## config.mk

```make
export PLATFORM = sky130hd
export DESIGN_NAME = mbe_queue
export DESIGN_NICKNAME = d
export VERILOG_FILES = /design/src/mbe_pkg.sv /design/src/mbe_queue.sv
export SDC_FILE = /design/constraint.sdc
export NUM_CORES = 1
export LEC_CHECK = 0
export BUFFER_PORTS_ARGS = -buffer_cell sky130_fd_sc_hd__buf_2
export CAP_MARGIN = 5
export CORE_MARGIN = 2
export CORE_UTILIZATION = 61
export CTS_CLUSTER_DIAMETER = 50
export CTS_CLUSTER_SIZE = 12
export DETAILED_ROUTE_END_ITERATION = 12
export HOLD_SLACK_MARGIN = 0.05
export PLACE_DENSITY_LB_ADDON = 0.1
export SLEW_MARGIN = 20
export SYNTH_ARGS = -nofsm -noshare
export SYNTH_HDL_FRONTEND = slang
export SYNTH_SLANG_ARGS = --single-unit
```

## constraint.sdc

```tcl
create_clock -name clk -period 10.4 [get_ports clk]
set_input_delay 2.08 -clock clk [delete_from_list [all_inputs] [get_ports clk]]
set_output_delay 2.08 -clock clk [all_outputs]
set_load 0.02 [all_outputs]
```

## src/mbe_pkg.sv

```systemverilog
`timescale 1ns / 1ps
// ----------------------------------------------------------------------------
// mbe_pkg
// shared types, constants and saturation helper for the escape-time engine
// ----------------------------------------------------------------------------
package mbe_pkg;

    localparam int FRAME_WIDTH  = 64;
    localparam int FRAME_HEIGHT = 64;

    localparam int COL_W   = $clog2(FRAME_WIDTH);
    localparam int ROW_W   = $clog2(FRAME_HEIGHT);
    localparam int COORD_W = 32;
    localparam int STEP_W  = 31;
    localparam int LIMIT_W = 8;
    localparam int HUE_W   = 8;

    // products of index and step
    localparam int PRODR_W = COL_W + STEP_W;
    localparam int PRODI_W = ROW_W + STEP_W;

    localparam int CFG_IDX_W  = 3;
    localparam int CFG_DATA_W = 32;

    // register indexes
    localparam logic [CFG_IDX_W-1:0] REG_ORIGIN_REAL = 3'd0;
    localparam logic [CFG_IDX_W-1:0] REG_ORIGIN_IMAG = 3'd1;
    localparam logic [CFG_IDX_W-1:0] REG_STEP_REAL   = 3'd2;
    localparam logic [CFG_IDX_W-1:0] REG_STEP_IMAG   = 3'd3;
    localparam logic [CFG_IDX_W-1:0] REG_ITER_LIMIT  = 3'd4;
    localparam logic [CFG_IDX_W-1:0] REG_ESC_LIMIT   = 3'd5;

    localparam int QUEUE_DEPTH = 4;
    localparam int QPTR_W      = $clog2(QUEUE_DEPTH);
    localparam int QCNT_W      = $clog2(QUEUE_DEPTH + 1);

    typedef struct packed {
        logic [COL_W-1:0] pixel_col;
        logic [ROW_W-1:0] pixel_row;
    } pix_in_t;

    typedef struct packed {
        logic [COL_W-1:0]   out_col;
        logic [ROW_W-1:0]   out_row;
        logic [LIMIT_W-1:0] pass_count;
        logic               inside_res;
        logic [HUE_W-1:0]   hue;
    } pix_out_t;

    typedef struct packed {
        logic signed [COORD_W-1:0] origin_real;
        logic signed [COORD_W-1:0] origin_imag;
        logic [STEP_W-1:0]         step_real;
        logic [STEP_W-1:0]         step_imag;
        logic [LIMIT_W-1:0]        iteration_limit;
        logic [STEP_W-1:0]         escape_limit;
    } cfg_t;

    // point handed from front to back
    typedef struct packed {
        logic [COL_W-1:0]          col;
        logic [ROW_W-1:0]          row;
        logic signed [COORD_W-1:0] cr;
        logic signed [COORD_W-1:0] ci;
    } point_t;

    // queue handshake between front and back
    typedef struct packed {
        logic push;
        logic pop;
    } q_req_t;

    typedef struct packed {
        logic full;
        logic empty;
    } q_stat_t;

    // clamp to the signed 32 bit range
    function automatic logic signed [COORD_W-1:0] sat32(input logic signed [63:0] v);
        logic signed [COORD_W-1:0] r;
        if (v > 64'sh0000_0000_7FFF_FFFF) begin
            r = 32'sh7FFF_FFFF;
        end else if (v < -64'sh0000_0000_8000_0000) begin
            r = 32'sh8000_0000;
        end else begin
            r = v[COORD_W-1:0];
        end
        return r;
    endfunction

endpackage

```

## src/mbe_queue.sv

```systemverilog
`timescale 1ns / 1ps
// ----------------------------------------------------------------------------
// mbe_queue
// short point queue between front and back
// ----------------------------------------------------------------------------
module mbe_queue
    import mbe_pkg::*;
(
    input  logic    clk,
    input  logic    rst_n,
    input  q_req_t  req,
    input  point_t  wr_data,
    output point_t  rd_data,
    output q_stat_t stat
);

    point_t              mem_reg [QUEUE_DEPTH];
    logic [QPTR_W-1:0]   wptr_reg, wptr_next;
    logic [QPTR_W-1:0]   rptr_reg, rptr_next;
    logic [QCNT_W-1:0]   cnt_reg, cnt_next;
    logic                do_push, do_pop;

    assign stat.full  = (cnt_reg == QCNT_W'(QUEUE_DEPTH));
    assign stat.empty = (cnt_reg == '0);
    assign do_push    = req.push && !stat.full;
    assign do_pop     = req.pop && !stat.empty;
    assign rd_data    = mem_reg[rptr_reg];

    always_comb
    begin
        wptr_next = wptr_reg;
        rptr_next = rptr_reg;
        cnt_next  = cnt_reg;
        if (do_push)
        begin
            wptr_next = (wptr_reg == QPTR_W'(QUEUE_DEPTH - 1)) ? '0 : wptr_reg + 1'b1;
        end
        if (do_pop)
        begin
            rptr_next = (rptr_reg == QPTR_W'(QUEUE_DEPTH - 1)) ? '0 : rptr_reg + 1'b1;
        end
        if (do_push && !do_pop)
        begin
            cnt_next = cnt_reg + 1'b1;
        end
        else if (do_pop && !do_push)
        begin
            cnt_next = cnt_reg - 1'b1;
        end
    end

    always_ff @(posedge clk or negedge rst_n)
    begin
        if (!rst_n)
        begin
            wptr_reg <= '0;
            rptr_reg <= '0;
            cnt_reg  <= '0;
        end
        else
        begin
            wptr_reg <= wptr_next;
            rptr_reg <= rptr_next;
            cnt_reg  <= cnt_next;
        end
    end

    always_ff @(posedge clk)
    begin
        if (do_push)
        begin
            mem_reg[wptr_reg] <= wr_data;
        end
    end

endmodule

```

==> impl_results.md <==
- Hold WC Path Type: reg2reg
- First-pass GRT wire length: 30100 um
- Initial Utilization: 0.617
- Pre-CTS setup slack: 5660 ps
- Number of inserted diodes: 0
- DR DRC count: 0
- Post-synth EDFFs: 304
- Total GRT Usage: 0.200
- Fraction of layout cells with a size suffix above 1: 0.460
- Async SR Flop Fraction: 0.0225
- Ys flop type: edfxtp_1
- Clock sink count: 311
- Sw Ratio: 0.309
- Fill cell total of the finished layout: 1100
- Antenna viol nets, final: 0
- Synth Net Count: 522
- Fin util: 0.719
- Drt wl/cell: 22.8 um
- Global route overflow: 0
- Sequential share of power: 0.452
- Setup Viol. Count Final: 0
- Fin. Hold Viols: 0
- Clock-pin slew on the worst setup and hold paths: 60 ps
- Power Dens Cells: 296 nW/um^2
- Slowest stage cell, crit path: dfrtp_4
- Logic gate share of total power: 0.297
- Final clock period utilization by the worst path: 0.499
- Detailed Place HPWL: 11500 um
- Routed Wire Length: 19600 um
- Critical Path End Type: output pin
- Drt first-iter violations: 306
- Syn_area_per_cell: 26.3 sq um
- Syn. warnings: 0
- Setup bufs post-CTS: 0
- Post_cts resized: 0
- Critical Path Fanout Max: 42
- Max FFs per register: 304
- Die span in y: 141 um
- Leak pwr: 4.55 nW
- Final Non-Filler Cells: 862
- Total CTS buffers: 31
- Largest net degree at the start of global routing: 67
- CTS root buf: clkbuf_16
- Area Growth Syn to Fin: 16.7%
- Post-DP Area: 12400 sq um
- Switch Pwr: 1.22 mW
- Crit path kind: reg2out
- Port buffer count: 157
- WP data arrival: 3110 ps
- Clk network pwr share: 0.251
- Final nets: 701
- Final instance area: 13300 sq um
- Max Clock Freq: 193 MHz
- Critical path cell sequence: buf_4 > mux4_2 > buf_2
- Post-CTS Hold Buffers: 0
- Pre-antenna DRT Iters: 4
- Vias/cell: 5.84
- Post-synthesis sequential area ratio: 0.815
- Final TNS setup: 0 ps
- Placed cell count: 815
- Internal power: 2.72 mW
- Max incr delay on CP: 920 ps
- Die area: 19800 sq um
- Site Rows: 50
- Slew @ Worst Pin: 990 ps
- Max Slew Vio Count: 0
- Vias in the first global route: 5515
- Cell count after synthesis: 435
- Mapped Area: 11400 sq um
- Placer Congestion: 0.702
- Clock Tree Buf Depth: 3
- # IOs: 158
- Die X: 141 um
- Peak supply drop: 237 uV
- Outcome: finished, final reports clean
- RSZ-0062 raised after global routing: false
- TritonCTS clock tree: yes
- Max-slew headroom at the worst pin: 0.340
- Synth cell types: 23
- Later-pin clock latency in the skew report: 540 ps
- Type of origin of the critical path: register
- Min Clock Period, post-route: 5190 ps
- Setup Skew: 7.53 ps
- Vias: 5037
- Max Cap Viol: 0
- Worst path required time: 8320 ps
- Setup WS post-layout: 5210 ps
- Initial antenna violation count: 2
- Core box area: 18500 sq um
- #FFs+latches synth: 311
- H-tree Lvls: 1
[synthesized netlist by cell type, types with 3 or more instances]
cell type,count,share of area
edfxtp_1,304,0.80
mux4_2,76,0.15
buf_2,7,0.0031
dfrtp_1,7,0.015
ha_1,6,0.0066
buf_4,4,0.0026
mux2_2,4,0.0039
and2_1,3,0.0016
clkbuf_1,3,0.00099
inv_1,3,0.00099
nor2_1,3,0.00099
[through the flow]
step,hold slack [ps],total power [mW]
4_1_cts,537,4.00
3_3_place_gp,509,2.98
3_5_place_dp,520,3.00
5_1_grt,559,4.12
6_report,546,3.94
2_1_floorplan,493,2.65
[power groups by stage]
stage          registers, mW  logic, mW  clock network, mW
2_1_floorplan           1.74      0.910                  0
3_3_place_gp            1.80       1.18                  0
3_5_place_dp            1.81       1.19                  0
4_1_cts                 1.79       1.20               1.01
5_1_grt                 1.81       1.25               1.06
6_report                1.78       1.17              0.990
[layout make-up]
cell class                      instances  area, sq um  share of cell area
Clock buffer                           42          837              0.0628
Tap cell                              234          293              0.0220
Sequential cell                       311         9310               0.699
Clock inverter                          5         53.8             0.00404
Multi-Input combinational cell        103         1980               0.148
Timing Repair Buffer                  164          838              0.0629
Inverter                                3         11.3            0.000845
[worst max-delay path, delay by kind of cell, from the launching register on]
family / cells / cell delay (ps)
multiplexers: 1 / 620
buffers and inverters: 2 / 970
flip-flops: 1 / 920
[cell families after synthesis]
| group | synth area share |
|---|---|
| xor+xnor | 0.00230 |
| compound gates | 0.00175 |
| mux | 0.154 |
| flops | 0.815 |
| buf+inv | 0.0135 |
| simple gates | 0.00570 |
| fa+ha+maj | 0.00833 |
[worst paths after layout]
| check | slack, ps | cells past startpoint | to | from |
|---|---|---|---|---|
| worst max-delay path | 5210 | 3 | rd_data[18] | rptr_reg[0]$_DFFE_PN0P_ |
| worst min-delay path | 550 | 1 | cnt_reg[2]$_DFFE_PN0P_ | cnt_reg[2]$_DFFE_PN0P_ |
| worst max register to register | 7840 | 4 | mem_reg[1][48]$_DFFE_PP_ | cnt_reg[2]$_DFFE_PN0P_ |
| worst min register to register | 550 | 1 | cnt_reg[2]$_DFFE_PN0P_ | cnt_reg[2]$_DFFE_PN0P_ |
| max in group asynchronous | 8830 | 1 | rptr_reg[1]$_DFFE_PN0P_ | rst_n |
| min in group asynchronous | 1380 | 1 | cnt_reg[2]$_DFFE_PN0P_ | rst_n |
[layout by cell type, fill, tap and decap left out]
| cell | instances |
|---|---|
| edfxtp_1 | 304 |
| buf_2 | 157 |
| mux4_2 | 76 |
| clkbuf_16 | 31 |
| clkbuf_1 | 9 |
| buf_4 | 7 |
| ha_1 | 6 |
| dfrtp_1 | 5 |
| mux2_2 | 4 |
| inv_1 | 3 |
| and2_4 | 3 |
| nor3_1 | 2 |
| nor2_1 | 2 |
| xor2_1 | 2 |
| clkinv_1 | 2 |
| clkbuf_8 | 2 |
| dfrtp_4 | 2 |
| o31ai_2 | 1 |
| nor3b_2 | 1 |
| nor2b_2 | 1 |
| nand2_1 | 1 |
| nor2_4 | 1 |
| xnor2_1 | 1 |
| a21o_1 | 1 |
| fa_1 | 1 |
| clkinv_4 | 1 |
| clkinvlp_4 | 1 |
| bufinv_16 | 1 |
[routing by layer]
metal	share of wire	wire (um)	GRT usage
met1	0.41	7980	0.274
met4	0.012	231	0.0442
met2	0.51	9960	0.337
met3	0.073	1430	0.0479
met5	0.0014	27	0
Note: power is estimated with default switching activity, not from simulation.
