--- src/mbe_pkg.sv ---
`timescale 1ns / 1ps
// ----------------------------------------------------------------------------
// mbe_pkg
// shared types, constants and saturation helper for the escape-time engine
// ----------------------------------------------------------------------------
package mbe_pkg;

    localparam int FRAME_WIDTH  = 64;
    localparam int FRAME_HEIGHT = 64;

    localparam int COL_W   = $clog2(FRAME_WIDTH);
    localparam int ROW_W   = $clog2(FRAME_HEIGHT);
    localparam int COORD_W = 32;
    localparam int STEP_W  = 31;
    localparam int LIMIT_W = 8;
    localparam int HUE_W   = 8;

    // products of index and step
    localparam int PRODR_W = COL_W + STEP_W;
    localparam int PRODI_W = ROW_W + STEP_W;

    localparam int CFG_IDX_W  = 3;
    localparam int CFG_DATA_W = 32;

    // register indexes
    localparam logic [CFG_IDX_W-1:0] REG_ORIGIN_REAL = 3'd0;
    localparam logic [CFG_IDX_W-1:0] REG_ORIGIN_IMAG = 3'd1;
    localparam logic [CFG_IDX_W-1:0] REG_STEP_REAL   = 3'd2;
    localparam logic [CFG_IDX_W-1:0] REG_STEP_IMAG   = 3'd3;
    localparam logic [CFG_IDX_W-1:0] REG_ITER_LIMIT  = 3'd4;
    localparam logic [CFG_IDX_W-1:0] REG_ESC_LIMIT   = 3'd5;

    localparam int QUEUE_DEPTH = 4;
    localparam int QPTR_W      = $clog2(QUEUE_DEPTH);
    localparam int QCNT_W      = $clog2(QUEUE_DEPTH + 1);

    typedef struct packed {
        logic [COL_W-1:0] pixel_col;
        logic [ROW_W-1:0] pixel_row;
    } pix_in_t;

    typedef struct packed {
        logic [COL_W-1:0]   out_col;
        logic [ROW_W-1:0]   out_row;
        logic [LIMIT_W-1:0] pass_count;
        logic               inside_res;
        logic [HUE_W-1:0]   hue;
    } pix_out_t;

    typedef struct packed {
        logic signed [COORD_W-1:0] origin_real;
        logic signed [COORD_W-1:0] origin_imag;
        logic [STEP_W-1:0]         step_real;
        logic [STEP_W-1:0]         step_imag;
        logic [LIMIT_W-1:0]        iteration_limit;
        logic [STEP_W-1:0]         escape_limit;
    } cfg_t;

    // point handed from front to back
    typedef struct packed {
        logic [COL_W-1:0]          col;
        logic [ROW_W-1:0]          row;
        logic signed [COORD_W-1:0] cr;
        logic signed [COORD_W-1:0] ci;
    } point_t;

    // queue handshake between front and back
    typedef struct packed {
        logic push;
        logic pop;
    } q_req_t;

    typedef struct packed {
        logic full;
        logic empty;
    } q_stat_t;

    // clamp to the signed 32 bit range
    function automatic logic signed [COORD_W-1:0] sat32(input logic signed [63:0] v);
        logic signed [COORD_W-1:0] r;
        if (v > 64'sh0000_0000_7FFF_FFFF) begin
            r = 32'sh7FFF_FFFF;
        end else if (v < -64'sh0000_0000_8000_0000) begin
            r = 32'sh8000_0000;
        end else begin
            r = v[COORD_W-1:0];
        end
        return r;
    endfunction

endpackage

--- src/mbe_front.sv ---
`timescale 1ns / 1ps
// ----------------------------------------------------------------------------
// mbe_front
// takes pixel items and maps them to the point c in the plane
// ----------------------------------------------------------------------------
module mbe_front
    import mbe_pkg::*;
(
    input  logic    clk,
    input  logic    rst_n,
    input  cfg_t    cfg,
    input  logic    pixel_valid,
    output logic    pixel_ready,
    input  pix_in_t pixel,
    input  q_stat_t q_stat,
    output logic    q_push,
    output point_t  q_data
);

    typedef enum logic [1:0] {F_IDLE, F_MUL, F_PUSH} state_t;

    state_t               state_reg, state_next;
    logic [COL_W-1:0]     col_reg, col_next;
    logic [ROW_W-1:0]     row_reg, row_next;
    logic [PRODR_W-1:0]   pr_reg, pr_next;
    logic [PRODI_W-1:0]   pi_reg, pi_next;
    logic signed [PRODR_W+1:0] sum_r;
    logic signed [PRODI_W+1:0] sum_i;

    assign pixel_ready = (state_reg == F_IDLE);

    // origin plus index times step, then clamp
    assign sum_r = $signed({2'b00, pr_reg}) + (PRODR_W+2)'(cfg.origin_real);
    assign sum_i = $signed({2'b00, pi_reg}) + (PRODI_W+2)'(cfg.origin_imag);

    assign q_data.col = col_reg;
    assign q_data.row = row_reg;
    assign q_data.cr  = sat32(64'(sum_r));
    assign q_data.ci  = sat32(64'(sum_i));
    assign q_push     = (state_reg == F_PUSH) && !q_stat.full;

    always_comb
    begin
        state_next = state_reg;
        col_next   = col_reg;
        row_next   = row_reg;
        pr_next    = pr_reg;
        pi_next    = pi_reg;
        case (state_reg)
            F_IDLE:
            begin
                if (pixel_valid)
                begin
                    col_next   = pixel.pixel_col;
                    row_next   = pixel.pixel_row;
                    state_next = F_MUL;
                end
            end
            F_MUL:
            begin
                pr_next    = PRODR_W'(col_reg) * PRODR_W'(cfg.step_real);
                pi_next    = PRODI_W'(row_reg) * PRODI_W'(cfg.step_imag);
                state_next = F_PUSH;
            end
            F_PUSH:
            begin
                if (!q_stat.full)
                begin
                    state_next = F_IDLE;
                end
            end
            default:
            begin
                state_next = F_IDLE;
            end
        endcase
    end

    always_ff @(posedge clk or negedge rst_n)
    begin
        if (!rst_n)
        begin
            state_reg <= F_IDLE;
            col_reg   <= '0;
            row_reg   <= '0;
            pr_reg    <= '0;
            pi_reg    <= '0;
        end
        else
        begin
            state_reg <= state_next;
            col_reg   <= col_next;
            row_reg   <= row_next;
            pr_reg    <= pr_next;
            pi_reg    <= pi_next;
        end
    end

endmodule

--- config.mk ---
export PLATFORM = sky130hd
export DESIGN_NAME = mbe_front
export DESIGN_NICKNAME = d
export VERILOG_FILES = /design/src/mbe_pkg.sv /design/src/mbe_front.sv
export SDC_FILE = /design/constraint.sdc
export NUM_CORES = 1
export LEC_CHECK = 0
export ABC_AREA = 1
export BUFFER_PORTS_ARGS = -buffer_cell sky130_fd_sc_hd__buf_2
export CAP_MARGIN = 20
export CELL_PAD_IN_SITES_DETAIL_PLACEMENT = 2
export CELL_PAD_IN_SITES_GLOBAL_PLACEMENT = 2
export CORE_ASPECT_RATIO = 1.5
export CORE_MARGIN = 3
export CORE_UTILIZATION = 29
export DETAILED_ROUTE_END_ITERATION = 10
export PLACE_DENSITY_LB_ADDON = 0.1
export SLEW_MARGIN = 5
export SYNTH_ARGS = -nofsm -noshare
export SYNTH_HDL_FRONTEND = slang
export SYNTH_SLANG_ARGS = --single-unit
--- constraint.sdc ---
create_clock -name clk -period 8.2 [get_ports clk]
set_clock_uncertainty 0.1 [all_clocks]
set_input_delay 0.41 -clock clk [delete_from_list [all_inputs] [get_ports clk]]
set_output_delay 0.41 -clock clk [all_outputs]
set_load 0.02 [all_outputs]
==> results.yml <==
finish:
  final_common_cell: "nand2_1"
  fill_cells: 9525
  final_cell_mix: "nand2_1, inv_1, fa_1, buf_2, nor2_1"
  drive_gt1_share_pct: 11.3
  fin_area_sq_mm: 0.0245
  syn_to_final_growth_pct: 11.0
  final_nets: 4229
synth:
  synthArstFlopShare_pct: 100
  yosysSeqAreaShare_pct: 9.99
  netlist_area_sq_mm: 0.0221
  ys_types: 45
  synth.net_count: 4048
  yosysWarnings: 0
  synth_ff_type: "dfrtp_1"
  avgSynthCellArea_sq_um: 6.37
  ys_ff_latch: 88
  synth_cells: 3464
  synth-edff-count: 0
clock_tree:
  cts_root_buf: "clkbuf_16"
  cts_htree_levels: 3
  post_cts_buffers: 0
  cts_tree: "yes"
  insertion_delay_ps: 400
  path_clk_slew_ps: 110
  cts.sinks: 88
  cts_buffer_depth: 2
  cts_made_buffers: 9
die:
  io_pins: 260
  core_area_sq_mm: 0.0751
  start_util_pct: 29.4
  die_h_microns: 344
  fp-row-count: 123
  dieWidth_microns: 231
  die-area_sq_mm: 0.0795
worst_setup_path:
  ff2ff_path_depth: 20
  crit_path_end_kind: "flip-flop"
  start_kind: "flip-flop"
  worstPathArrival_ps: 5200
  crit_fanout: 22
  reg2reg_to: "pi_reg[21]"
  critical-path-top-delay-family: "adder cells"
  worst_ep_required_time_ps: 8330
  cpMaxStageDelayCell: "dfrtp_1"
  crit_type: "reg -> reg"
  critPathMaxStageDelay_ps: 670
  path_cells: "buf_4 -> nand2_1 -> inv_1 -> fa_1 -> fa_1 -> inv_1 -> fa_1 -> inv_1 -> ha_1 -> inv_1 -> o21ai_0 -> inv_1 -> o21bai_1 -> nand2_1 -> nand2_1 -> nand2_1 -> nand2_1 -> a21oi_1 -> xor2_1 -> o21ai_0"
  ff2ff_setup_slack_ps: 3130
  r2r-start: "row_reg[2]"
  path_buf_inv: 6
timing:
  tns_ps: 0
  finalMaxSlewViolations: 0
  post-route-min-period_ps: 5070
  relSlewSlack_pct: 49.7
  rsz0062_at_grt: "no"
  hold_violations: 0
  setup_ws_ps: 3130
  setup_violations: 0
  tightest_slew_ps: 755
  fin_crit_sh_pct: 61.9
  hold_slack_ps: 100
  fmax_mhz: 197
place:
  preCtsSetupSlack_ps: 3060
  port_buffers: 219
  gp_congestion: 0.847
  place_area_sq_mm: 0.0242
  dp_hpwl_microns: 75900
grt:
  met1_usage_pct: 19.4
  busiest_layer: "met2"
  first_global_vias: 25700
  antenna_found_initial: 6
  grt_start_max_net_pins: 55
  grt_pass1_wl_microns: 136000
  grt_util_met2_pct: 48.8
  grt_usage_pct: 21.9
  grt_overflow: 0
  grt_use_met3_pct: 1.90
status:
  outcome: "complete, no violations"
min_path:
  min_to: "row_reg[5]"
  hold_path.startpoint: "pixel[5]"
  min-delay-path-class: "in -> reg"
  holdPathStages: 3
routing:
  drt-pass1-iter-count: 4
  ant_nets: 0
  first_iter_violations: 538
  wl_per_cell_microns: 18.6
  wl_microns: 86400
  route.detailed.drc: 0
  vias: 21900
  vias_per_cell: 4.71
run:
  maxCapViolCount: 0
## worst register-to-register path, stage by stage (launching register included)
cell and delay [ps]:
dfrtp_1 670, buf_4 400, nand2_1 110, inv_1 90
fa_1 440, fa_1 540, inv_1 50, fa_1 470
inv_1 40, ha_1 300, inv_1 70, o21ai_0 400
inv_1 90, o21bai_1 240, nand2_1 90, nand2_1 130
nand2_1 90, nand2_1 140, a21oi_1 100, xor2_1 230
o21ai_0 110
## worst max-delay path by stage
| stage | start | end | depth (start not counted) |
|---|---|---|---|
| after detailed placement | row_reg[2] | pi_reg[21] | 20 |
| final | row_reg[2] | pi_reg[21] | 20 |
| after CTS | row_reg[2] | pi_reg[21] | 20 |
| after global placement | row_reg[2] | pi_reg[21] | 20 |
| after global routing | row_reg[2] | pi_reg[25] | 21 |
| after floorplan | col_reg[4] | pr_reg[31] | 17 |
## per-stage QoR
stage | std cells | utilization [%]
final | 4655 | 32.6
after global routing | 4652 | 32.6
after CTS | 4650 | 32.6
after detailed placement | 4633 | 32.2
after global placement | 4633 | 32.2
after floorplan | 3464 | -
## routing by layer
metal | vias to the layer above | share of wire, %
met1 | 10900 | 32
li1 | 10600 | -
met4 | 0 | 3.9
met3 | 129 | 1.7
met5 | - | 0
met2 | 251 | 62
## repair_timing
item / in CTS / in global routing
hold buffers: 1 / 0
hold endpoints to repair: 34 / 0
resized for setup: 0 / 0
setup endpoints to repair: 0 / 0
## logic make-up after synthesis
kind of cell | count (synthesis) | synth area share, %
DFF | 88 | 9.99
adders and majority gates | 402 | 30.8
xor gates and xnor gates | 82 | 3.26
buffers and inverters | 936 | 16.5
and+or+nand+nor | 1645 | 31.6
AOI/OAI and AO/OA | 311 | 7.88
## area by class of cell
class / instances / area (sq um) / area share, %
multi-input combinational: 2440 / 16200 / 66.3
clock inverter: 6 / 75.1 / 0.307
timing repair buffer: 235 / 1220 / 4.99
clock buffer: 10 / 229 / 0.935
antenna: 5 / 12.5 / 0.0511
tap: 1000 / 1250 / 5.11
sequential: 88 / 2200 / 8.99
inverter: 871 / 3270 / 13.4
## synthesized netlist by cell type (all sizes together), types with 4 or more instances
master / n / area, sq um
fa: 236 / 4720
o21bai: 27 / 203
nand4: 17 / 106
o21ai: 88 / 444
o211ai: 4 / 30.0
nand3: 112 / 623
nor4: 10 / 62.6
xnor2: 29 / 254
a21oi: 141 / 706
clkbuf: 53 / 199
a31oi: 26 / 163
nand2: 1238 / 4930
dfrtp: 88 / 2200
buf: 12 / 165
nand3b: 8 / 72.6
or2: 20 / 125
a21o: 12 / 90.1
and2: 6 / 37.5
xor2: 53 / 464
nor2: 209 / 850
ha: 166 / 2080
nor3: 21 / 125
inv: 871 / 3270
Power is left out: the tool's default activity adds up to more than one toggle a clock period on the data nets, which glitch-free logic cannot reach.
